$ cat src/design/eutd_pkg.sv
// ----------------------------------------------------------------------------
// eutd_pkg
// Shared types, command codes and constants for the epoch seconds to UTC
// date converter: controller/datapath command and status, divisor tables.
// ----------------------------------------------------------------------------
package eutd_pkg;

  // datapath operation codes
  localparam logic [3:0] OP_NONE     = 4'd0;
  localparam logic [3:0] OP_LOAD     = 4'd1;
  localparam logic [3:0] OP_MUL      = 4'd2;
  localparam logic [3:0] OP_RES_SEC  = 4'd3;
  localparam logic [3:0] OP_RES_MIN  = 4'd4;
  localparam logic [3:0] OP_RES_QUAD = 4'd5;
  localparam logic [3:0] OP_YEAR     = 4'd6;
  localparam logic [3:0] OP_RES_HOUR = 4'd7;
  localparam logic [3:0] OP_RES_WDAY = 4'd8;
  localparam logic [3:0] OP_FEB      = 4'd9;
  localparam logic [3:0] OP_WALK     = 4'd10;

  // constant divisor select
  localparam logic [1:0] DIV_60   = 2'd0;
  localparam logic [1:0] DIV_QUAD = 2'd1;
  localparam logic [1:0] DIV_24   = 2'd2;
  localparam logic [1:0] DIV_7    = 2'd3;

  // calendar constants
  localparam logic [15:0] HOURS_PER_QUAD = 16'd35064;  // 1461 * 24
  localparam logic [13:0] HOURS_PER_YEAR = 14'd8760;   // 365 * 24
  localparam logic [13:0] HOURS_PER_LEAP = 14'd8784;   // 366 * 24
  localparam logic [10:0] DAYS_PER_QUAD  = 11'd1461;
  localparam logic [7:0]  FIRST_YEAR     = 8'd70;
  localparam logic [2:0]  EPOCH_WEEKDAY  = 3'd4;       // 1970-01-01 was a Thursday
  localparam logic [3:0]  LAST_MONTH     = 4'd11;
  localparam logic [8:0]  LEAP_DAY_MDAY  = 9'd60;      // february 29 as day count

  // controller to datapath
  typedef struct packed {
    logic [3:0] op;
    logic [1:0] div_sel;
    logic       out_load;
  } eutd_cmd_t;

  // datapath to controller
  typedef struct packed {
    logic year_done;
    logic feb29;
    logic walk_done;
  } eutd_sts_t;

  // divisor value
  function automatic logic [15:0] div_value(input logic [1:0] sel);
    logic [15:0] d;
    case (sel)
      DIV_60:   d = 16'd60;
      DIV_QUAD: d = HOURS_PER_QUAD;
      DIV_24:   d = 16'd24;
      default:  d = 16'd7;
    endcase
    return d;
  endfunction

  // reciprocal, ceil(2^s / d), with s = 37, 35, 32, 32
  function automatic logic [31:0] div_recip(input logic [1:0] sel);
    logic [31:0] m;
    case (sel)
      DIV_60:   m = 32'd2290649225;
      DIV_QUAD: m = 32'd979915;
      DIV_24:   m = 32'd178956971;
      default:  m = 32'd613566757;
    endcase
    return m;
  endfunction

  // month length in a common year
  function automatic logic [4:0] month_len(input logic [3:0] mon);
    logic [4:0] len;
    case (mon)
      4'd1:                      len = 5'd28;
      4'd3, 4'd5, 4'd8, 4'd10:   len = 5'd30;
      default:                   len = 5'd31;
    endcase
    return len;
  endfunction

endpackage

$ cat src/design/epoch_seconds_to_utc_date_core.sv
// ----------------------------------------------------------------------------
// epoch_seconds_to_utc_date_core
// Converts a signed count of seconds since 1970-01-01 00:00 UTC into the
// broken-down UTC calendar date and time.
// ----------------------------------------------------------------------------
// Usage:
//   Input channel in_valid/in_stall carries epoch_seconds; a transfer happens
//   when in_valid is high and in_stall is low. Negative counts read as zero.
//   Output channel out_valid/out_stall carries one result per input item.
//   One item is converted at a time: in_stall stays high from the transfer
//   until the result has been moved into the output register.
// Sequencing:
//   A new item is taken only once the previous result is in the output register.
//   The conversion time depends on the year stepper and the month walk
//   (one month per cycle); the five constant divides share one multiplier,
//   each as a multiply state and a result state.
// Stalls:
//   The output register holds a finished result while out_stall is high and
//   the block accepts and works on the next item meanwhile; it waits before
//   loading a second result until the first has been taken.
// Reset:
//   rst clears the sequencer to idle and drops out_valid.
// ----------------------------------------------------------------------------
module epoch_seconds_to_utc_date_core (
  input  logic               clk,
  input  logic               rst,
  input  logic               in_valid,
  output logic               in_stall,
  input  logic signed [31:0] epoch_seconds,
  output logic               out_valid,
  input  logic               out_stall,
  output logic [5:0]         second,
  output logic [5:0]         minute,
  output logic [4:0]         hour,
  output logic [4:0]         day_of_month,
  output logic [3:0]         month,
  output logic [7:0]         year_since_1900,
  output logic [2:0]         weekday,
  output logic [8:0]         day_of_year
);
  import eutd_pkg::*;

  eutd_cmd_t cmd;
  eutd_sts_t sts;

  // sequencer
  eutd_ctrl u_ctrl (
    .clk       (clk),
    .rst       (rst),
    .in_valid  (in_valid),
    .in_stall  (in_stall),
    .out_valid (out_valid),
    .out_stall (out_stall),
    .sts       (sts),
    .cmd       (cmd)
  );

  // arithmetic and result registers
  eutd_dpath u_dpath (
    .clk             (clk),
    .cmd             (cmd),
    .epoch_seconds   (epoch_seconds),
    .sts             (sts),
    .second          (second),
    .minute          (minute),
    .hour            (hour),
    .day_of_month    (day_of_month),
    .month           (month),
    .year_since_1900 (year_since_1900),
    .weekday         (weekday),
    .day_of_year     (day_of_year)
  );

`ifndef NO_ASSERTIONS
  // an accepted item blocks the input until its result is loaded
  a_one_at_a_time: assert property (@(posedge clk) disable iff (rst)
    (in_valid && !in_stall) |=> in_stall)
    else $error("input accepted while an item is in flight");

  // time of day fields stay in range
  a_time_range: assert property (@(posedge clk) disable iff (rst)
    out_valid |-> (second < 6'd60 && minute < 6'd60 && hour < 5'd24))
    else $error("time of day out of range");

  // month walk lands on a real date
  a_date_range: assert property (@(posedge clk) disable iff (rst)
    out_valid |-> (month <= 4'd11 && day_of_month != 5'd0 &&
                   day_of_year <= 9'd365 && weekday <= 3'd6))
    else $error("calendar date out of range");

  // reset leaves the block idle with no result pending
  a_reset_idle: assert property (@(posedge clk)
    rst |=> (!out_valid && !in_stall))
    else $error("block not idle after reset");
`endif

endmodule

$ cat src/design/eutd_dpath.sv
// ----------------------------------------------------------------------------
// eutd_dpath
// Datapath: working registers, one shared reciprocal multiplier for the
// constant divides, year stepper, month walker and result registers.
// ----------------------------------------------------------------------------
module eutd_dpath (
  input  logic                    clk,
  input  eutd_pkg::eutd_cmd_t     cmd,
  input  logic signed [31:0]      epoch_seconds,
  output eutd_pkg::eutd_sts_t     sts,
  output logic [5:0]              second,
  output logic [5:0]              minute,
  output logic [4:0]              hour,
  output logic [4:0]              day_of_month,
  output logic [3:0]              month,
  output logic [7:0]              year_since_1900,
  output logic [2:0]              weekday,
  output logic [8:0]              day_of_year
);
  import eutd_pkg::*;

  logic [30:0] acc;
  logic [62:0] prod;
  logic [25:0] quo;
  logic [30:0] rem;
  logic [5:0]  sec_w;
  logic [5:0]  min_w;
  logic [4:0]  hour_w;
  logic [8:0]  yday_w;
  logic [7:0]  year_w;
  logic [14:0] days_w;
  logic [8:0]  mday_w;
  logic [3:0]  mon_w;
  logic [2:0]  wday_w;
  logic        leap;
  logic [13:0] year_hours;
  logic [4:0]  cur_len;

  // quotient from the registered product, remainder by back-multiply
  always_comb begin
    case (cmd.div_sel)
      DIV_60:   quo = prod[62:37];
      DIV_QUAD: quo = prod[60:35];
      default:  quo = prod[57:32];
    endcase
    rem = acc - 31'(quo) * 31'(div_value(cmd.div_sel));
  end

  // year and month helpers
  assign leap       = (year_w[1:0] == 2'b00);
  assign year_hours = leap ? HOURS_PER_LEAP : HOURS_PER_YEAR;
  assign cur_len    = month_len(mon_w);

  assign sts.year_done = (acc < 31'(year_hours));
  assign sts.feb29     = leap && (mday_w == LEAP_DAY_MDAY);
  assign sts.walk_done = (mon_w == LAST_MONTH) || (9'(cur_len) >= mday_w);

  // working registers
  always_ff @(posedge clk) begin
    case (cmd.op)
      OP_LOAD: begin
        acc <= epoch_seconds[31] ? 31'd0 : epoch_seconds[30:0];
      end
      OP_MUL: begin
        prod <= 63'(acc) * 63'(div_recip(cmd.div_sel));
      end
      OP_RES_SEC: begin
        sec_w <= rem[5:0];
        acc   <= 31'(quo);
      end
      OP_RES_MIN: begin
        min_w <= rem[5:0];
        acc   <= 31'(quo);
      end
      OP_RES_QUAD: begin
        year_w <= FIRST_YEAR + {1'b0, quo[4:0], 2'b00};
        days_w <= 15'(quo[4:0]) * 15'(DAYS_PER_QUAD);
        acc    <= rem;
      end
      OP_YEAR: begin
        acc    <= acc - 31'(year_hours);
        days_w <= days_w + (leap ? 15'd366 : 15'd365);
        year_w <= year_w + 8'd1;
      end
      OP_RES_HOUR: begin
        hour_w <= rem[4:0];
        yday_w <= quo[8:0];
        acc    <= 31'(days_w + 15'(quo[8:0]) + 15'(EPOCH_WEEKDAY));
        mday_w <= quo[8:0] + 9'd1;
        mon_w  <= 4'd0;
      end
      OP_RES_WDAY: begin
        wday_w <= rem[2:0];
      end
      OP_FEB: begin
        if (leap && mday_w == LEAP_DAY_MDAY) begin
          mon_w  <= 4'd1;
          mday_w <= 9'd29;
        end else if (leap && mday_w > LEAP_DAY_MDAY) begin
          mday_w <= mday_w - 9'd1;
        end
      end
      OP_WALK: begin
        mday_w <= mday_w - 9'(cur_len);
        mon_w  <= mon_w + 4'd1;
      end
      default: begin
      end
    endcase
  end

  // result registers
  always_ff @(posedge clk) begin
    if (cmd.out_load) begin
      second          <= sec_w;
      minute          <= min_w;
      hour            <= hour_w;
      day_of_month    <= mday_w[4:0];
      month           <= mon_w;
      year_since_1900 <= year_w;
      weekday         <= wday_w;
      day_of_year     <= yday_w;
    end
  end

endmodule

$ cat src/design/eutd_ctrl.sv
// ----------------------------------------------------------------------------
// eutd_ctrl
// Controller: sequences the divides, year steps and month walk, and owns
// the input stall and output valid of the two channels.
// ----------------------------------------------------------------------------
module eutd_ctrl (
  input  logic                clk,
  input  logic                rst,
  input  logic                in_valid,
  output logic                in_stall,
  output logic                out_valid,
  input  logic                out_stall,
  input  eutd_pkg::eutd_sts_t sts,
  output eutd_pkg::eutd_cmd_t cmd
);
  import eutd_pkg::*;

  localparam logic [3:0] ST_IDLE   = 4'd0;
  localparam logic [3:0] ST_MUL_S  = 4'd1;
  localparam logic [3:0] ST_RES_S  = 4'd2;
  localparam logic [3:0] ST_MUL_M  = 4'd3;
  localparam logic [3:0] ST_RES_M  = 4'd4;
  localparam logic [3:0] ST_MUL_Q  = 4'd5;
  localparam logic [3:0] ST_RES_Q  = 4'd6;
  localparam logic [3:0] ST_YEAR   = 4'd7;
  localparam logic [3:0] ST_MUL_H  = 4'd8;
  localparam logic [3:0] ST_RES_H  = 4'd9;
  localparam logic [3:0] ST_MUL_W  = 4'd10;
  localparam logic [3:0] ST_RES_W  = 4'd11;
  localparam logic [3:0] ST_FEB    = 4'd12;
  localparam logic [3:0] ST_WALK   = 4'd13;
  localparam logic [3:0] ST_FINISH = 4'd14;

  logic [3:0] state;
  logic [3:0] state_next;

  // one item at a time
  assign in_stall = (state != ST_IDLE);

  // next state and datapath command
  always_comb begin
    state_next   = state;
    cmd.op       = OP_NONE;
    cmd.div_sel  = DIV_60;
    cmd.out_load = 1'b0;
    case (state)
      ST_IDLE: begin
        if (in_valid) begin
          cmd.op     = OP_LOAD;
          state_next = ST_MUL_S;
        end
      end
      ST_MUL_S: begin
        cmd.op     = OP_MUL;
        state_next = ST_RES_S;
      end
      ST_RES_S: begin
        cmd.op     = OP_RES_SEC;
        state_next = ST_MUL_M;
      end
      ST_MUL_M: begin
        cmd.op     = OP_MUL;
        state_next = ST_RES_M;
      end
      ST_RES_M: begin
        cmd.op     = OP_RES_MIN;
        state_next = ST_MUL_Q;
      end
      ST_MUL_Q: begin
        cmd.op      = OP_MUL;
        cmd.div_sel = DIV_QUAD;
        state_next  = ST_RES_Q;
      end
      ST_RES_Q: begin
        cmd.op      = OP_RES_QUAD;
        cmd.div_sel = DIV_QUAD;
        state_next  = ST_YEAR;
      end
      ST_YEAR: begin
        if (sts.year_done) begin
          state_next = ST_MUL_H;
        end else begin
          cmd.op = OP_YEAR;
        end
      end
      ST_MUL_H: begin
        cmd.op      = OP_MUL;
        cmd.div_sel = DIV_24;
        state_next  = ST_RES_H;
      end
      ST_RES_H: begin
        cmd.op      = OP_RES_HOUR;
        cmd.div_sel = DIV_24;
        state_next  = ST_MUL_W;
      end
      ST_MUL_W: begin
        cmd.op      = OP_MUL;
        cmd.div_sel = DIV_7;
        state_next  = ST_RES_W;
      end
      ST_RES_W: begin
        cmd.op      = OP_RES_WDAY;
        cmd.div_sel = DIV_7;
        state_next  = ST_FEB;
      end
      ST_FEB: begin
        cmd.op     = OP_FEB;
        state_next = sts.feb29 ? ST_FINISH : ST_WALK;
      end
      ST_WALK: begin
        if (sts.walk_done) begin
          state_next = ST_FINISH;
        end else begin
          cmd.op = OP_WALK;
        end
      end
      ST_FINISH: begin
        if (!out_valid || !out_stall) begin
          cmd.out_load = 1'b1;
          state_next   = ST_IDLE;
        end
      end
      default: begin
        state_next = ST_IDLE;
      end
    endcase
  end

  // state register
  always_ff @(posedge clk) begin
    if (rst) begin
      state <= ST_IDLE;
    end else begin
      state <= state_next;
    end
  end

  // output valid: set on result load, cleared on transfer
  always_ff @(posedge clk) begin
    if (rst) begin
      out_valid <= 1'b0;
    end else if (cmd.out_load) begin
      out_valid <= 1'b1;
    end else if (!out_stall) begin
      out_valid <= 1'b0;
    end
  end

endmodule
$ cat config.mk
export PLATFORM = sky130hd
export DESIGN_NAME = epoch_seconds_to_utc_date_core
export DESIGN_NICKNAME = d
export VERILOG_FILES = /design/src/design/eutd_pkg.sv /design/src/design/epoch_seconds_to_utc_date_core.sv /design/src/design/eutd_dpath.sv /design/src/design/eutd_ctrl.sv
export SDC_FILE = /design/constraint.sdc
export NUM_CORES = 2
export LEC_CHECK = 0
export ABC_CLOCK_PERIOD_IN_PS = 13220
export BUFFER_PORTS_ARGS = -buffer_cell sky130_fd_sc_hd__buf_2
export CAP_MARGIN = 0
export CELL_PAD_IN_SITES_DETAIL_PLACEMENT = 0
export CELL_PAD_IN_SITES_GLOBAL_PLACEMENT = 1
export CORE_UTILIZATION = 53
export CTS_CLUSTER_SIZE = 40
export DETAILED_ROUTE_END_ITERATION = 16
export PLACE_DENSITY = 0.88
export SLEW_MARGIN = 40
export SYNTH_ARGS = -nofsm -noshare
export SYNTH_HDL_FRONTEND = slang
export SYNTH_SLANG_ARGS = --single-unit
$ cat constraint.sdc
create_clock -name clk -period 13.22 [get_ports clk]
set_input_delay 1.322 -clock clk [delete_from_list [all_inputs] [get_ports clk]]
set_output_delay 1.322 -clock clk [all_outputs]
set_load 0.02 [all_outputs]
== Word-level counts from Yosys, hierarchy flattened ==
Cells that the tools add are included.

* Bits in registers: 210
* Bits in latches: 0
* Memory bits (writable): 0
* Bits in read-only memories: 0
* Bits of input ports: 36
* Output and inout port bits: 48
* Memories kept: 0

* Add/sub/neg operators: 11
* Multiply operators: 3
* Divide/modulo/power cells: 0
* Magnitude comparators: 3
* Eq/ne operators: 40
* Shift operators: 0
* Muxes and demuxes: 31
* Bitwise operators: 0
* Reductions and logical operators: 22

{| class="wikitable"
|+ Operators by type and width
! operator !! count
|-
| 31-bit one-hot mux with 5 select lines || 1
|-
| 32-bit one-hot mux with 3 select lines || 1
|-
| 31-bit by 32-bit multiplier with 63-bit output || 1
|-
| 4-bit one-hot mux with 15 select lines || 1
|-
| 4-bit equality test (second input constant) || 13
|-
| 26-bit one-hot mux with 2 select lines || 1
|-
| 16-bit one-hot mux with 3 select lines || 1
|-
| 4-bit one-hot mux with 10 select lines || 1
|-
| 4-bit by 3-bit equality test with 1-bit output (second input constant) || 9
|-
| 32-bit two-way mux || 1
|-
| 31-bit by 3-bit adder with 31-bit output (second input constant) || 1
|-
| 31-bit by 14-bit less-than comparator with 1-bit output || 1
|-
| 26-bit by 16-bit multiplier with 31-bit output || 1
|-
| 31-bit two-way mux || 1
|-
| 31-bit by 14-bit subtractor with 31-bit output || 1
|-
| 31-bit subtractor || 1
|-
| 15-bit one-hot mux with 2 select lines || 1
|-
| 9-bit one-hot mux with 3 select lines || 1
|-
| 4-bit two-way mux || 6
|-
| 4-bit by 2-bit equality test with 1-bit output (second input constant) || 5
|-
| 9-bit two-way mux || 2
|-
| 15-bit by 9-bit adder with 16-bit output || 1
|-
| 8-bit one-hot mux with 2 select lines || 1
|-
| 15-bit adder || 1
|-
| 37 further kinds || 56
|}

== Depth between registers and ports, before layout ==
* Depth in word-level cells: 10
* Depth in mapped cells: 43
* Gate-level depth less buffers: 35

== Hierarchy ==
A second synthesis with hierarchy kept.

* Cells, all modules: 4540
* Area total of the unflattened synthesis: 44203.6 µm²

{| class="wikitable"
|+ Modules (own cells, without submodules)
! module !! instances !! cells each !! area each (µm²)
|-
| eutd_dpath || 1 || 4481 || 43724.4
|-
| eutd_ctrl || 1 || 59 || 479.2
|}

== Least setup slack after synthesis ==
OpenSTA, ideal clock, no wires.

* Kind: reg2reg
* Start point: reg u_ctrl.state[2]
* End point: reg u_dpath.prod[46], data pin
* Setup time: 0.262 ns
* Arrival time: 10.195 ns
* Path slack: 2.763 ns
* Cell stages (with the launch flop): 40
* Path buffers: 12
* Clock period less this slack: 10.457 ns
* Cell sequence: dfxtp_1 > clkbuf_1 > nand2b_1 > buf_2 > buf_1 > buf_1 > clkbuf_1 > buf_1 > ha_1 > clkbuf_1 > clkbuf_1 > buf_1 > clkbuf_1 > clkbuf_1 > buf_1 > nor2_1 > fa_1 > fa_1 > [4 not listed] > fa_1 > fa_1 > fa_1 > inv_1 > fa_1 > inv_1 > ha_1 > a21oi_1 > o21ai_0 > or4_1 > o2111ai_1 > a21oi_1 > o21ai_1 > nor2b_1 > o31ai_1 > a21oi_1 > o21bai_1 > xor2_1

* Longest elaborated chain between the ends: 7
* Elaborated cells on any way between the ends: 16
* Classes of those cells: mul: 1; eq/ne: 8; mux: 3; reduce/logical: 4

{| class="wikitable"
|+ Ends and longest elaborated chain
! element !! RTL line !! text
|-
| start: declaration || eutd_ctrl.sv:34 || <nowiki>logic [3:0] state;</nowiki>
|-
| start signal: assignment || eutd_ctrl.sv:134 || <nowiki>state <= state_next;</nowiki>
|-
| 4-bit equality test / 4-bit by 3-bit equality test with 1-bit output (equally long branches) || eutd_ctrl.sv:46 || <nowiki>case (state)</nowiki>
|-
| 2-bit OR reduction (no source line) || - ||
|-
| 2-bit one-hot mux with 3 select lines (*) || eutd_ctrl.sv:46 ||
|-
| 2-bit equality test (tied with other cells) || eutd_pkg.sv:66 || <nowiki>case (sel)</nowiki>
|-
| 32-bit one-hot mux with 3 select lines (*) || eutd_pkg.sv:66 ||
|-
| 32-bit two-way mux (*) || eutd_dpath.sv:60 || <nowiki>case (cmd.op)</nowiki>
|-
| 31-bit by 32-bit multiplier with 63-bit output (*) || eutd_dpath.sv:65 || <nowiki>prod <= 63'(acc) * 63'(div_recip(cmd.div_sel));</nowiki>
|-
| end signal: assignment || eutd_dpath.sv:65 ||
|-
| end: declaration || eutd_dpath.sv:23 || <nowiki>logic [62:0] prod;</nowiki>
|}

Mark *: on every way between the ends. The rest lies on a longest branch, timed or not. The select of a mux whose other input is x is not followed.
A chain may end at the register's enable or synchronous reset.

== Worst setup path in the final report ==
* Start point: reg u_ctrl.state[3]
* End point: reg u_dpath.prod[61], data pin

The elaborated chain is that of the path after synthesis.

==> Implementation_results.wiki <==
{| class="wikitable"
! Metric !! Value
|-
| Detail-routed net length per standard cell || 22.3 microns
|-
| Commonest register cell after synthesis || edfxtp_1
|-
| Dpl hpwl || 106000 microns
|-
| Filler cell count || 7157
|-
| DRC || 0
|-
| TritonCTS Sinks || 178
|-
| Number of I/O pins || 84
|-
| Die Footprint || 83600 sq um
|-
| Final routed wirelength across all metal layers || 126000 microns
|-
| Critical Path Fanout Max || 24
|-
| Post-Synthesis Cells || 4536
|-
| Share of synthesized cell area in and, or, nand and nor gates || 0.0994
|-
| Core outline area || 81100 sq um
|-
| CTS Buf Count || 17
|-
| Peak clock frequency supported by timing || 96.2 MHz
|-
| Clock slew at reported path FFs || 0.09 ns
|-
| Ratio of cells with drive above 1 in the final layout || 0.0524
|-
| Weighted congestion reported at the end of routability-driven placement || 0.986
|-
| Detailed-route vias per instance || 5.58
|-
| Nets || 6033
|-
| Number of maximum-capacitance constraint violations || 0
|-
| Number of setup buffers added after CTS || 0
|-
| Yosys warns || 0
|-
| Startpoint Class || flop
|-
| Highest-count cells in the layout ignoring fill and taps || inv_1, fa_1, ha_1
|-
| GRT Overall Usage || 0.316
|-
| Number of antenna violations at the first check in global routing || 2
|-
| Dominant combinational cell family by area after synthesis || adder cells
|-
| Outcome || finished, final reports clean
|-
| Vias in the first global route || 33.6k
|-
| Pins over their slew limit || 0
|-
| Worst slew margin relative to its limit || 0.391
|-
| Maximum count of clock buffers along a single path || 2
|-
| Share of cell area taken by muxes after synthesis || 0.00149
|-
| Post-Synthesis Net Count || 6002
|-
| Slowest cell on the critical path || o21ai_1
|-
| Starting density of the core || 0.539
|-
| Setup tns final || 0 ns
|-
| Worst setup slack before clock tree synthesis || 2.97 ns
|-
| Post-route worst hold slack || 0.424 ns
|-
| Final global-route overflow total || 0
|-
| Post-Synthesis Mean Instance Area || 9.64 sq um
|-
| Wire length of the first global-routing pass || 197000 microns
|-
| Area fraction in compound gates after synthesis || 0.0726
|-
| Cts-stage hold buffer count || 0
|-
| Number of flip-flops and latches in the synthesized netlist || 178
|-
| Post-synth EDFFs || 173
|-
| Area of the mapped netlist || 43700 sq um
|-
| Crit-path most repeated cell || fa_1
|-
| DRC marker count from the first detailed-route iteration || 2422
|-
| Residual antenna-violating net count after detailed routing || 0
|-
| Clock network latency to the later pin of the worst-skew pair || 0.47 ns
|-
| Fraction of the yosys area taken by sequential cells || 0.121
|-
| Post-Synth XOR/XNOR Area || 0.0354
|-
| CTS resizes || 0
|-
| Adder-cell share of the synthesized area || 0.552
|-
| Vias post-DR || 31.5k
|-
| Number of port buffers || 83
|-
| Data required time at the worst endpoint || 13.43 ns
|-
| Minimum period implied by the final worst setup slack || 10.40 ns
|-
| Area Growth Syn to Fin || 5.49%
|-
| Max incr delay on CP || 0.63 ns
|-
| First drt pass iteration count || 6
|-
| Commonest non-fill, non-tap cell in the layout || inv_1
|-
| Unrepaired setup endpoints after global routing || no
|-
| HP Class || reg -> reg
|-
| Root Buffer Master || clkbuf_16
|-
| Type of the worst setup path || reg -> reg
|-
| Critical Path AT || 10.61 ns
|-
| Slew of the pin with the lowest slew margin || 0.914 ns
|-
| Number of setup violations in the final report || 0
|-
| Period utilization || 0.786
|-
| Proportion of synthesized flip-flops having asynchronous set or reset || 0
|-
| Final hold violation count || 0
|-
| Row Count || 104
|-
| Smallest setup slack after layout || 2.82 ns
|-
| Width of the chip || 289 microns
|-
| CTS HTree Levels || 4
|-
| Post-synthesis cell type count || 82
|-
| Category of the worst setup path capture point || flop
|-
| Clock tree from TritonCTS || built
|-
| Clock skew || 0.0126 ns
|-
| Maximum number of pins on one net before global-route repair || 69
|-
| Die Y-Extent || 289 microns
|}
-- final cells by class --
| class | instances | area [sq um] | share of cell area |
|---|---|---|---|
| diodes | 1 | 2.50 | 0.0000543 |
| clock buffers | 17 | 425 | 0.00922 |
| clock inverters | 15 | 211 | 0.00458 |
| inverters | 1235 | 4640 | 0.101 |
| multi-input cells | 2995 | 33400 | 0.723 |
| flip-flops and latches | 178 | 5300 | 0.115 |
| well taps | 1060 | 1330 | 0.0288 |
| repair buffers | 140 | 872 | 0.0189 |
-- metrics by stage --
stage               std cells  utilization  cell area, sq um
floorplan                4536            -             43700
global route             5640        0.569             46100
detailed placement       5607        0.561             45400
CTS                      5639        0.568             46100
global placement         5604        0.560             45400
finish                   5641        0.569             46100
-- critical path: cells and delay by family (launching register included) --
family,cells,cell delay [ns]
fa+ha+maj,10,4.55
compound gates,10,2.74
buf+inv,8,1.35
simple gates,6,0.93
flops,1,0.55
-- logic make-up after synthesis --
family / Yosys count
AOI/OAI and AO/OA: 488
xor gates and xnor gates: 175
adders and majority gates: 1430
buffers and inverters: 1363
DFF: 178
muxes: 6
and+or+nand+nor: 896
-- routing by layer --
metal  global-route usage  part of all wire
met1                0.423              0.41
met2                0.518              0.47
met3               0.0483             0.072
met4                0.123             0.043
met5                    0                 0
-- path summary, 6_finish.rpt --
check	end	slack [ns]	cells past startpoint	start
min	u_dpath.day_of_year[3]	0.42	0	u_dpath.yday_w[3]
min reg2reg	u_dpath.day_of_year[3]	0.42	0	u_dpath.yday_w[3]
max reg2reg	u_dpath.prod[61]	2.82	34	u_ctrl.state[3]
max	u_dpath.prod[61]	2.82	34	u_ctrl.state[3]
-- synthesized netlist by cell type (4+ instances only) --
cell / n / area [sq um]
o21bai_1: 17 / 128
fa_1: 833 / 16700
inv_1: 1228 / 4610
a211oi_1: 11 / 82.6
a221o_1: 7 / 70.1
a222oi_1: 11 / 110
and3_1: 14 / 87.6
and2_1: 129 / 807
o21ai_0: 123 / 616
o31ai_1: 6 / 45.0
clkbuf_1: 100 / 375
mux2_2: 4 / 45.0
ha_1: 597 / 7470
a22o_1: 10 / 87.6
a211o_1: 4 / 35.0
dfxtp_1: 5 / 100
or3_1: 5 / 31.3
nand2b_1: 54 / 338
clkinv_1: 7 / 26.3
a21o_1: 47 / 353
nor4_1: 8 / 50.1
a31oi_1: 7 / 43.8
xnor2_1: 106 / 928
edfxtp_1: 173 / 5190
o21a_1: 16 / 120
nand2_1: 283 / 1060
nor3_1: 25 / 125
a221oi_1: 12 / 105
buf_1: 17 / 63.8
o21ai_1: 6 / 30.0
a21oi_1: 119 / 596
xor2_1: 68 / 596
buf_2: 6 / 30.0
or2_2: 37 / 231
a21boi_0: 6 / 45.0
o221ai_1: 10 / 87.6
nor2b_1: 49 / 307
nand4_1: 18 / 113
nand3b_1: 4 / 30.0
o211ai_1: 13 / 97.6
o22ai_1: 11 / 68.8
a22oi_1: 26 / 195
nor2_1: 224 / 841
nand3_1: 26 / 130
-- registers in the layout, summed over array words and instances, names as in the netlist, 5 cells and up --
register                 cells
u_dpath.year_w               8
u_dpath.day_of_month         5
u_dpath.days_w              15
u_dpath.sec_w                6
u_dpath.day_of_year          9
u_dpath.second               6
u_dpath.minute               6
u_dpath.year_since_1900      8
u_dpath.mday_w               9
u_dpath.hour                 5
u_dpath.hour_w               5
u_dpath.acc                 31
u_dpath.yday_w               9
u_dpath.min_w                6
u_dpath.prod                31
Power is not shown: default switching activity piles up to over one toggle a cycle in this logic, so the estimate is an artifact.
